[src/rtl/lome_pkg.sv]
// Shared types and constants of the limit order matching engine.
package lome_pkg;

  localparam int BOOK_DEPTH = 16;
  localparam int IDX_W      = (BOOK_DEPTH > 1) ? $clog2(BOOK_DEPTH) : 1;

  localparam logic [2:0] EXEC_NEW      = 3'd0;
  localparam logic [2:0] EXEC_PARTIAL  = 3'd1;
  localparam logic [2:0] EXEC_FILL     = 3'd2;
  localparam logic [2:0] EXEC_CANCELED = 3'd3;
  localparam logic [2:0] EXEC_REJECTED = 3'd4;

  localparam logic [1:0] REJ_NONE      = 2'd0;
  localparam logic [1:0] REJ_QUANTITY  = 2'd1;
  localparam logic [1:0] REJ_PRICE     = 2'd2;
  localparam logic [1:0] REJ_NOT_FOUND = 2'd3;

  localparam logic [1:0] KIND_LIMIT = 2'd0;
  localparam logic       CMD_NEW    = 1'b0;

  typedef struct packed {
    logic               side;
    logic signed [31:0] price;
    logic [31:0]        leaves;
    logic [31:0]        engine_id;
    logic [31:0]        client;
    logic [31:0]        client_order;
    logic [31:0]        arrival;
  } slot_t;

  typedef struct packed {
    logic             wr_all;
    logic             wr_leaves;
    logic             clr_valid;
    logic [IDX_W-1:0] idx;
    slot_t            data;
  } book_cmd_t;

  typedef struct packed {
    logic  valid;
    slot_t data;
  } book_rd_t;

  typedef struct packed {
    logic [31:0]        client;
    logic [31:0]        client_order;
    logic [31:0]        order;
    logic [2:0]         kind;
    logic signed [31:0] price;
    logic [31:0]        fill;
    logic [31:0]        leaves;
    logic [1:0]         code;
  } rpt_t;

  typedef struct packed {
    logic emit_ok;
    logic flush_ok;
  } rpt_stat_t;

endpackage

[src/rtl/lome_book.sv]
// Resting order slots with valid bits, one read and one write index.
module lome_book (
  input  logic                clk,
  input  logic                rst_n,
  input  logic [lome_pkg::IDX_W-1:0] rd_idx,
  input  lome_pkg::book_cmd_t cmd,
  output lome_pkg::book_rd_t  rd
);
  import lome_pkg::*;

  logic [BOOK_DEPTH-1:0] valid_r;
  slot_t                 slot_r [BOOK_DEPTH];

  always_ff @(posedge clk) begin
    if (!rst_n) begin
      valid_r <= '0;
    end else if (cmd.wr_all) begin
      valid_r[cmd.idx] <= 1'b1;
    end else if (cmd.clr_valid) begin
      valid_r[cmd.idx] <= 1'b0;
    end
  end

  always_ff @(posedge clk) begin
    if (cmd.wr_all) begin
      slot_r[cmd.idx] <= cmd.data;
    end else if (cmd.wr_leaves) begin
      slot_r[cmd.idx].leaves <= cmd.data.leaves;
    end
  end

  assign rd.valid = valid_r[rd_idx];
  assign rd.data  = slot_r[rd_idx];

endmodule

[src/rtl/lome_out.sv]
// Report staging: one held report plus the output register, serial numbering.
module lome_out (
  input  logic                clk,
  input  logic                rst_n,
  input  logic                emit,
  input  lome_pkg::rpt_t      rpt,
  input  logic                flush,
  output lome_pkg::rpt_stat_t stat,
  output logic                out_valid,
  input  logic                out_stall,
  output lome_pkg::rpt_t      out_rpt,
  output logic [31:0]         out_serial,
  output logic                out_last
);
  import lome_pkg::*;

  logic        pend_v_r;
  rpt_t        pend_r;
  logic [31:0] pend_serial_r;
  logic [31:0] serial_r;
  logic        out_v_r;
  rpt_t        out_r;
  logic [31:0] out_serial_r;
  logic        out_last_r;
  logic        out_free;

  assign out_free      = !out_v_r || !out_stall;
  assign stat.emit_ok  = !pend_v_r || out_free;
  assign stat.flush_ok = !pend_v_r || out_free;

  always_ff @(posedge clk) begin
    if (!rst_n) begin
      pend_v_r <= 1'b0;
      out_v_r  <= 1'b0;
      serial_r <= 32'd1;
    end else begin
      if (emit && stat.emit_ok) begin
        if (pend_v_r) begin
          out_r        <= pend_r;
          out_serial_r <= pend_serial_r;
          out_last_r   <= 1'b0;
          out_v_r      <= 1'b1;
        end else if (!out_stall) begin
          out_v_r <= 1'b0;
        end
        pend_r        <= rpt;
        pend_serial_r <= serial_r;
        pend_v_r      <= 1'b1;
        serial_r      <= serial_r + 32'd1;
      end else if (flush && pend_v_r && out_free) begin
        out_r        <= pend_r;
        out_serial_r <= pend_serial_r;
        out_last_r   <= 1'b1;
        out_v_r      <= 1'b1;
        pend_v_r     <= 1'b0;
      end else if (!out_stall) begin
        out_v_r <= 1'b0;
      end
    end
  end

  assign out_valid  = out_v_r;
  assign out_rpt    = out_r;
  assign out_serial = out_serial_r;
  assign out_last   = out_last_r;

endmodule

[src/rtl/limit_order_matching_engine.sv]
// Top level: order sequencer with shared slot compare unit.
//
// Input channel in_*: one transaction is a new order or a cancel. in_stall
// stays high while a transaction is processed, so one is taken at a time.
// Output channel out_*: one transaction per execution report, in order;
// out_last_report marks the final report of an input.
// Each match step scans all BOOK_DEPTH slots, one per cycle through the
// single slot read port and compare unit, then decides in ST_DECIDE and
// writes the maker report in ST_MAKER and the taker report in ST_TAKER.
// Reports pass a one-deep hold stage and the output register; a stalled
// receiver holds out_* and pauses the sequencer when both are full.
// Reset (rst_n low, synchronous) empties the book and sets engine id and
// report serial to one; no clearing pass is needed.
module limit_order_matching_engine (
  input  logic               clk,
  input  logic               rst_n,
  input  logic               in_valid,
  output logic               in_stall,
  input  logic               in_command,
  input  logic               in_side,
  input  logic [1:0]         in_order_kind,
  input  logic signed [31:0] in_limit_price,
  input  logic [31:0]        in_quantity,
  input  logic [31:0]        in_client,
  input  logic [31:0]        in_client_order,
  input  logic [31:0]        in_target_order,
  output logic               out_valid,
  input  logic               out_stall,
  output logic [31:0]        out_report_client,
  output logic [31:0]        out_report_client_order,
  output logic [31:0]        out_report_order,
  output logic [31:0]        out_exec_serial,
  output logic [2:0]         out_exec_kind,
  output logic signed [31:0] out_report_price,
  output logic [31:0]        out_fill_quantity,
  output logic [31:0]        out_leaves_quantity,
  output logic [1:0]         out_reject_code,
  output logic               out_last_report
);
  import lome_pkg::*;

  localparam logic [3:0] ST_IDLE   = 4'd0;
  localparam logic [3:0] ST_CHECK  = 4'd1;
  localparam logic [3:0] ST_SCAN   = 4'd2;
  localparam logic [3:0] ST_DECIDE = 4'd3;
  localparam logic [3:0] ST_MAKER  = 4'd4;
  localparam logic [3:0] ST_TAKER  = 4'd5;
  localparam logic [3:0] ST_TAIL   = 4'd6;
  localparam logic [3:0] ST_FREE   = 4'd7;
  localparam logic [3:0] ST_CSCAN1 = 4'd8;
  localparam logic [3:0] ST_CSCAN2 = 4'd9;
  localparam logic [3:0] ST_CDONE  = 4'd10;
  localparam logic [3:0] ST_FINISH = 4'd11;

  localparam logic [IDX_W-1:0] IDX_LAST = IDX_W'(BOOK_DEPTH - 1);

  logic [3:0]         state_r, state_nxt;
  logic               side_r;
  logic [1:0]         kind_r;
  logic signed [31:0] price_r;
  logic [31:0]        qty_r, cl_r, clord_r, target_r;
  logic [31:0]        eid_r, eid_nxt;
  logic [31:0]        rem_r, rem_nxt;
  logic [31:0]        m_r, m_nxt;
  logic [31:0]        next_eid_r, next_eid_nxt;
  logic [31:0]        arrival_r, arrival_nxt;
  logic [IDX_W-1:0]   idx_r, idx_nxt;
  logic               best_v_r, best_v_nxt;
  logic [IDX_W-1:0]   best_idx_r, best_idx_nxt;
  slot_t              best_r, best_nxt;
  logic [31:0]        best_age_r, best_age_nxt;

  book_cmd_t bcmd;
  book_rd_t  brd;
  logic      emit, flush;
  rpt_t      rpt, out_rpt;
  rpt_stat_t stat;

  logic        is_limit, cand, take, better, idx_last;
  logic [31:0] age_i;
  logic [31:0] maker_left;

  lome_book u_book (
    .clk    (clk),
    .rst_n  (rst_n),
    .rd_idx (idx_r),
    .cmd    (bcmd),
    .rd     (brd)
  );

  lome_out u_out (
    .clk        (clk),
    .rst_n      (rst_n),
    .emit       (emit),
    .rpt        (rpt),
    .flush      (flush),
    .stat       (stat),
    .out_valid  (out_valid),
    .out_stall  (out_stall),
    .out_rpt    (out_rpt),
    .out_serial (out_exec_serial),
    .out_last   (out_last_report)
  );

  assign out_report_client       = out_rpt.client;
  assign out_report_client_order = out_rpt.client_order;
  assign out_report_order        = out_rpt.order;
  assign out_exec_kind           = out_rpt.kind;
  assign out_report_price        = out_rpt.price;
  assign out_fill_quantity       = out_rpt.fill;
  assign out_leaves_quantity     = out_rpt.leaves;
  assign out_reject_code         = out_rpt.code;

  assign in_stall   = (state_r != ST_IDLE);
  assign is_limit   = (kind_r == KIND_LIMIT);
  assign idx_last   = (idx_r == IDX_LAST);
  assign age_i      = arrival_r - brd.data.arrival;
  assign maker_left = best_r.leaves - m_r;

  always_comb begin
    cand = brd.valid && (brd.data.side == !side_r);
    if (!side_r) begin
      better = brd.data.price < best_r.price;
    end else begin
      better = brd.data.price > best_r.price;
    end
    take = cand && (!best_v_r || better ||
                    ((brd.data.price == best_r.price) && (age_i > best_age_r)));
  end

  always_comb begin
    state_nxt    = state_r;
    eid_nxt      = eid_r;
    rem_nxt      = rem_r;
    m_nxt        = m_r;
    next_eid_nxt = next_eid_r;
    arrival_nxt  = arrival_r;
    idx_nxt      = idx_r;
    best_v_nxt   = best_v_r;
    best_idx_nxt = best_idx_r;
    best_nxt     = best_r;
    best_age_nxt = best_age_r;
    emit         = 1'b0;
    flush        = 1'b0;
    rpt          = '{client: cl_r, client_order: clord_r, order: eid_r,
                     kind: EXEC_NEW, price: price_r, fill: 32'd0,
                     leaves: rem_r, code: REJ_NONE};
    bcmd         = '{wr_all: 1'b0, wr_leaves: 1'b0, clr_valid: 1'b0,
                     idx: best_idx_r, data: best_r};

    unique case (state_r)
      ST_IDLE: begin
        if (in_valid) begin
          idx_nxt    = '0;
          best_v_nxt = 1'b0;
          state_nxt  = (in_command == CMD_NEW) ? ST_CHECK : ST_CSCAN1;
        end
      end
      ST_CHECK: begin
        if (qty_r == 32'd0 || (is_limit && price_r <= 0)) begin
          rpt.order  = 32'd0;
          rpt.kind   = EXEC_REJECTED;
          rpt.leaves = 32'd0;
          rpt.code   = (qty_r == 32'd0) ? REJ_QUANTITY : REJ_PRICE;
          emit       = stat.emit_ok;
          if (stat.emit_ok) begin
            state_nxt = ST_FINISH;
          end
        end else begin
          eid_nxt      = next_eid_r;
          next_eid_nxt = next_eid_r + 32'd1;
          rem_nxt      = qty_r;
          state_nxt    = ST_SCAN;
        end
      end
      ST_SCAN: begin
        if (take) begin
          best_v_nxt   = 1'b1;
          best_idx_nxt = idx_r;
          best_nxt     = brd.data;
          best_age_nxt = age_i;
        end
        idx_nxt = idx_r + 1'b1;
        if (idx_last) begin
          idx_nxt   = '0;
          state_nxt = ST_DECIDE;
        end
      end
      ST_DECIDE: begin
        m_nxt = (rem_r < best_r.leaves) ? rem_r : best_r.leaves;
        if (!best_v_r || (is_limit && (side_r ? (price_r > best_r.price)
                                              : (price_r < best_r.price)))) begin
          state_nxt = ST_TAIL;
        end else begin
          state_nxt = ST_MAKER;
        end
      end
      ST_MAKER: begin
        rpt.client   = best_r.client;
        rpt.client_order = best_r.client_order;
        rpt.order    = best_r.engine_id;
        rpt.kind     = (maker_left == 32'd0) ? EXEC_FILL : EXEC_PARTIAL;
        rpt.price    = best_r.price;
        rpt.fill     = m_r;
        rpt.leaves   = maker_left;
        emit         = stat.emit_ok;
        bcmd.wr_leaves   = stat.emit_ok;
        bcmd.clr_valid   = stat.emit_ok && (maker_left == 32'd0);
        bcmd.data.leaves = maker_left;
        if (stat.emit_ok) begin
          state_nxt = ST_TAKER;
        end
      end
      ST_TAKER: begin
        rem_nxt    = rem_r - m_r;
        rpt.kind   = (rem_nxt == 32'd0) ? EXEC_FILL : EXEC_PARTIAL;
        rpt.price  = best_r.price;
        rpt.fill   = m_r;
        rpt.leaves = rem_nxt;
        emit       = stat.emit_ok;
        if (stat.emit_ok) begin
          best_v_nxt = 1'b0;
          idx_nxt    = '0;
          state_nxt  = (rem_nxt == 32'd0) ? ST_FINISH : ST_SCAN;
        end else begin
          rem_nxt = rem_r;
        end
      end
      ST_TAIL: begin
        if (!is_limit) begin
          rpt.kind = EXEC_CANCELED;
          emit     = stat.emit_ok;
          if (stat.emit_ok) begin
            state_nxt = ST_FINISH;
          end
        end else begin
          idx_nxt   = '0;
          state_nxt = ST_FREE;
        end
      end
      ST_FREE: begin
        if (!brd.valid) begin
          emit                   = stat.emit_ok;
          bcmd.wr_all            = stat.emit_ok;
          bcmd.idx               = idx_r;
          bcmd.data.side         = side_r;
          bcmd.data.price        = price_r;
          bcmd.data.leaves       = rem_r;
          bcmd.data.engine_id    = eid_r;
          bcmd.data.client       = cl_r;
          bcmd.data.client_order = clord_r;
          bcmd.data.arrival      = arrival_r;
          if (stat.emit_ok) begin
            arrival_nxt = arrival_r + 32'd1;
            state_nxt   = ST_FINISH;
          end
        end else if (idx_last) begin
          state_nxt = ST_FINISH;
        end else begin
          idx_nxt = idx_r + 1'b1;
        end
      end
      ST_CSCAN1: begin
        if (target_r != 32'd0 && brd.valid && brd.data.engine_id == target_r) begin
          best_v_nxt   = 1'b1;
          best_idx_nxt = idx_r;
          best_nxt     = brd.data;
          state_nxt    = ST_CDONE;
        end else if (idx_last) begin
          idx_nxt   = '0;
          state_nxt = (clord_r != 32'd0) ? ST_CSCAN2 : ST_CDONE;
        end else begin
          idx_nxt = idx_r + 1'b1;
        end
      end
      ST_CSCAN2: begin
        if (brd.valid && brd.data.client_order == clord_r &&
            (!best_v_r || age_i > best_age_r)) begin
          best_v_nxt   = 1'b1;
          best_idx_nxt = idx_r;
          best_nxt     = brd.data;
          best_age_nxt = age_i;
        end
        idx_nxt = idx_r + 1'b1;
        if (idx_last) begin
          idx_nxt   = '0;
          state_nxt = ST_CDONE;
        end
      end
      ST_CDONE: begin
        if (best_v_r) begin
          rpt.order      = best_r.engine_id;
          rpt.kind       = EXEC_CANCELED;
          rpt.price      = best_r.price;
          rpt.leaves     = best_r.leaves;
          bcmd.clr_valid = stat.emit_ok;
        end else begin
          rpt.order  = target_r;
          rpt.kind   = EXEC_REJECTED;
          rpt.price  = '0;
          rpt.leaves = 32'd0;
          rpt.code   = REJ_NOT_FOUND;
        end
        emit = stat.emit_ok;
        if (stat.emit_ok) begin
          state_nxt = ST_FINISH;
        end
      end
      ST_FINISH: begin
        flush = 1'b1;
        if (stat.flush_ok) begin
          state_nxt = ST_IDLE;
        end
      end
      default: begin
        state_nxt = ST_IDLE;
      end
    endcase
  end

  always_ff @(posedge clk) begin
    if (!rst_n) begin
      state_r    <= ST_IDLE;
      next_eid_r <= 32'd1;
      arrival_r  <= 32'd0;
      best_v_r   <= 1'b0;
    end else begin
      state_r    <= state_nxt;
      next_eid_r <= next_eid_nxt;
      arrival_r  <= arrival_nxt;
      best_v_r   <= best_v_nxt;
    end
  end

  always_ff @(posedge clk) begin
    if (state_r == ST_IDLE && in_valid) begin
      side_r   <= in_side;
      kind_r   <= in_order_kind;
      price_r  <= in_limit_price;
      qty_r    <= in_quantity;
      cl_r     <= in_client;
      clord_r  <= in_client_order;
      target_r <= in_target_order;
    end
    eid_r      <= eid_nxt;
    rem_r      <= rem_nxt;
    m_r        <= m_nxt;
    idx_r      <= idx_nxt;
    best_idx_r <= best_idx_nxt;
    best_r     <= best_nxt;
    best_age_r <= best_age_nxt;
  end

endmodule
[config.mk]
export PLATFORM = sky130hd
export DESIGN_NAME = limit_order_matching_engine
export DESIGN_NICKNAME = d
export VERILOG_FILES = /design/src/rtl/lome_pkg.sv /design/src/rtl/lome_book.sv /design/src/rtl/lome_out.sv /design/src/rtl/limit_order_matching_engine.sv
export SDC_FILE = /design/constraint.sdc
export NUM_CORES = 2
export LEC_CHECK = 0
export BUFFER_PORTS_ARGS = -buffer_cell sky130_fd_sc_hd__buf_2
export CAP_MARGIN = 0
export CORE_ASPECT_RATIO = 0.7
export CORE_MARGIN = 1.5
export CORE_UTILIZATION = 35
export CTS_CLUSTER_DIAMETER = 60
export DETAILED_ROUTE_END_ITERATION = 12
export PLACE_DENSITY = 0.59
export SETUP_SLACK_MARGIN = 0.2
export SYNTH_ARGS = -nofsm -noshare
export SYNTH_HDL_FRONTEND = slang
export SYNTH_SLANG_ARGS = --single-unit
[constraint.sdc]
create_clock -name clk -period 24.9 [get_ports clk]
set_input_delay 6.225 -clock clk [delete_from_list [all_inputs] [get_ports clk]]
set_output_delay 6.225 -clock clk [all_outputs]
set_load 0.02 [all_outputs]
==> run metrics <==
status finished clean; final instance area 190800 um2; Die Area 481800 um2; max-cap violations 0; syn_area_per_cell 18.45 um2; Tmin final 11.06 ns; WL/cell 29.23 um; GPL Wtd Cong 0.8961; DRT Pass-1 Iters 6; worst slew pin tran 1.259 ns; PD cells 110.4 nW/um2; R2R cell count 28; Antenna Violating Nets Remaining 0; Post-Syn Area 167200 um2; area growth from synthesis to layout 14.13%; slowest stage delay, CP 0.87 ns; top_reg_cell synth edfxtp_1; Leak Pwr 62.23 nW; CTS buffer count 403; DRT iter0 DRCs 11.52k; Synth Instances 9059; io pins 400; Min-Delay Path Class reg -> reg; Endpoint, Worst Hold u_out.out_rpt[11]; Reg clk slew, reported paths 0.07 ns; synth top area cells edfxtp_1, mux4_2, nand2_1; post-synthesis compound-gate area fraction 3.947%; Warnings, synthesis 0; DRT Wirelength 477500 um; share of layout cells above drive strength 1 22.28%; # hold bufs at CTS 0; Synth Area in XOR/XNOR 1.090%; Arr. time, crit path 11.63 ns; clock tree buffer depth 4; asr flop ratio synth 0%; reg2reg setup slack 13.84 ns; sequential fraction of the synthesis area 74.03%; largest net degree at the start of global routing 126; Yosys reg bits 4162; Post-synth EDFFs 4039; Cell variety after synth 94; Slowest cell on crit path dfxtp_4; Vias/cell 5.552; cell row count 212; Setup violations, final 0; area fraction of the dominant cell type after synthesis 72.56%; I/O Buffers 399; Die Ht 581.2 um; Via Count 90.70k; area of the core 475900 um2; area leader, netlist edfxtp_1; H-tree Lvls 5; final setup TNS 0 ns; Synth Area in Adders 1.713%; Fin. Hold Viols 0; Gates resized, CTS repair 0; Clock Sinks 4162; worst-path fanout max 100; CTS tree yes; Max VDD drop 0.0001147 V; multiplexer share of the synthesized area 12.87%; unrepaired setup endpoints after global routing no; crit share post-route 44.43%; Die Wd 829.0 um; critical hold path startpoint u_out.pend_r[11]; Synth top cells by count edfxtp_1, nand2_1, mux4_2, nor2_1, inv_1; worst clock skew 0.1337 ns; Pins Over Slew Limit 0; hold path depth 0; Crit Path Category reg -> reg; reg-to-reg critical path endpoint best_r[81]; CP Data Required Time 25.47 ns; Worst setup SP type flip-flop; Slew headroom 15.68%; Total GRT Usage 19.18%; simple-gate share of the synthesized area 4.677%; largest family of logic cells by synthesized area multiplexers; Critical Path Sink Type flip-flop; HPWL after DPL 286500 um; Starting Density 35.13%; NumNets Final 10.06k; Clock Root Buffer clkbuf_16; vias in the first global route 90.00k; most used cell, CP a21o_1; maximum clock frequency 90.39 MHz; Setup Fix Bufs, Post-CTS 0; clk_lat worst skew 1.05 ns; placed inst area 177400 um2; Remaining DRCs 0; initial antenna violation count 48; gr ovfl total 0; first-pass GRT wire length 673200 um; most common cell in the netlist edfxtp_1; syn_nets 9454
sequential cells by signal, summed over array words and instances, names as in the netlist, 193 cells and up, named ones only:
| name | count |
|---|---|
| best_r | 193 |
| u_out.pend_r | 197 |
| u_book.slot_r | 3088 |
| u_out.out_rpt | 197 |
stage by stage:
stage          setup WS [ns]  hold WS, ns  total power, mW  std cells  util [%]
3_3_place_gp           13.87       0.4005            14.83      15570     37.28
3_5_place_dp           13.94       0.4045            14.95      15580     37.28
4_1_cts                13.77       0.3124            21.15      16320     40.08
6_report               13.84       0.3318            21.06      16340     40.09
5_1_grt                13.06       0.3213            21.86      16330     40.09
2_1_floorplan          6.041       0.4003            13.00       9059         -
cells in the final DEF (no fill, tap or decap), types with 29 or more instances in the layout:
cell / instances
a21o_1: 76
xnor2_1: 124
xor2_1: 84
nor3_1: 86
o21ai_0: 208
nand2b_1: 34
buf_2: 400
nand3_1: 98
a22o_1: 32
nor2_1: 229
clkinv_1: 64
mux2i_1: 179
inv_1: 250
nor2b_1: 33
clkbuf_16: 409
dfxtp_1: 118
nand2_1: 909
edfxtp_1: 4039
and2_1: 29
ha_1: 224
a222oi_1: 34
bufinv_16: 35
nor4_1: 51
buf_4: 201
clkinv_2: 80
mux2_2: 49
or3_1: 37
a21oi_1: 206
clkbuf_1: 69
o22ai_1: 34
a211oi_1: 29
and3_1: 53
a22oi_1: 66
a31oi_1: 50
nand4_1: 71
mux4_2: 850
where the power goes:
group / switching (mW) / leakage (nW) / internal, mW
Combinational: 3.46 / 18.3 / 1.91
Sequential: 0.433 / 37.5 / 9.03
Clock: 2.77 / 6.49 / 3.44
Total: 6.67 / 62.2 / 14.4
routing by layer:
metal | part of all wire (%) | up-vias | GRT usage, %
met5 | 0 | - | 0
met4 | 3.1 | 0 | 5.597
met3 | 7.8 | 723 | 2.916
met2 | 46 | 4394 | 30.25
met1 | 43 | 47900 | 27.69
li1 | - | 37680 | -
worst max-delay path, delay by kind of cell (launching register included):
kind,cells,cell delay (ns)
and+or+nand+nor,4,0.55
DFF,1,0.87
AOI/OAI and AO/OA,14,4.02
muxes,2,1.10
buffers and inverters,5,2.81
adders and majority gates,2,0.61
xor gates and xnor gates,1,0.11
cell families (layout without fill, tap and decap cells):
| logic type | after synthesis | count (layout) |
|---|---|---|
| flops | 4162 | 4162 |
| simple gates | 1739 | 1739 |
| mux | 1079 | 1079 |
| compound gates | 978 | 978 |
| buf+inv | 666 | 1613 |
| fa+ha+maj | 227 | 227 |
| xor+xnor | 208 | 208 |
| other cells | 0 | 18 |
layout make-up:
| cell class | count | area (um2) |
|---|---|---|
| clock inverters | 255 | 2690 |
| flip-flops and latches | 4162 | 123800 |
| clock buffers | 487 | 10620 |
| diodes | 18 | 45.04 |
| multi-input cells | 4231 | 40990 |
| fillers | 42260 | 285100 |
| repair buffers | 616 | 3802 |
| inverters | 255 | 965.9 |
| well taps | 6313 | 7899 |
worst max path at each step:
stage                         start        endpoint  slack (ns)
after floorplan           out_stall  u_out.out_last        6.04
after global placement    flip-flop      best_r[68]       13.87
after detailed placement  flip-flop      best_r[72]       13.94
after CTS                 flip-flop      best_r[95]       13.77
after global routing      flip-flop      best_r[95]       13.06
final                     flip-flop      best_r[81]       13.84
Note: power is estimated with default switching activity, not from simulation.
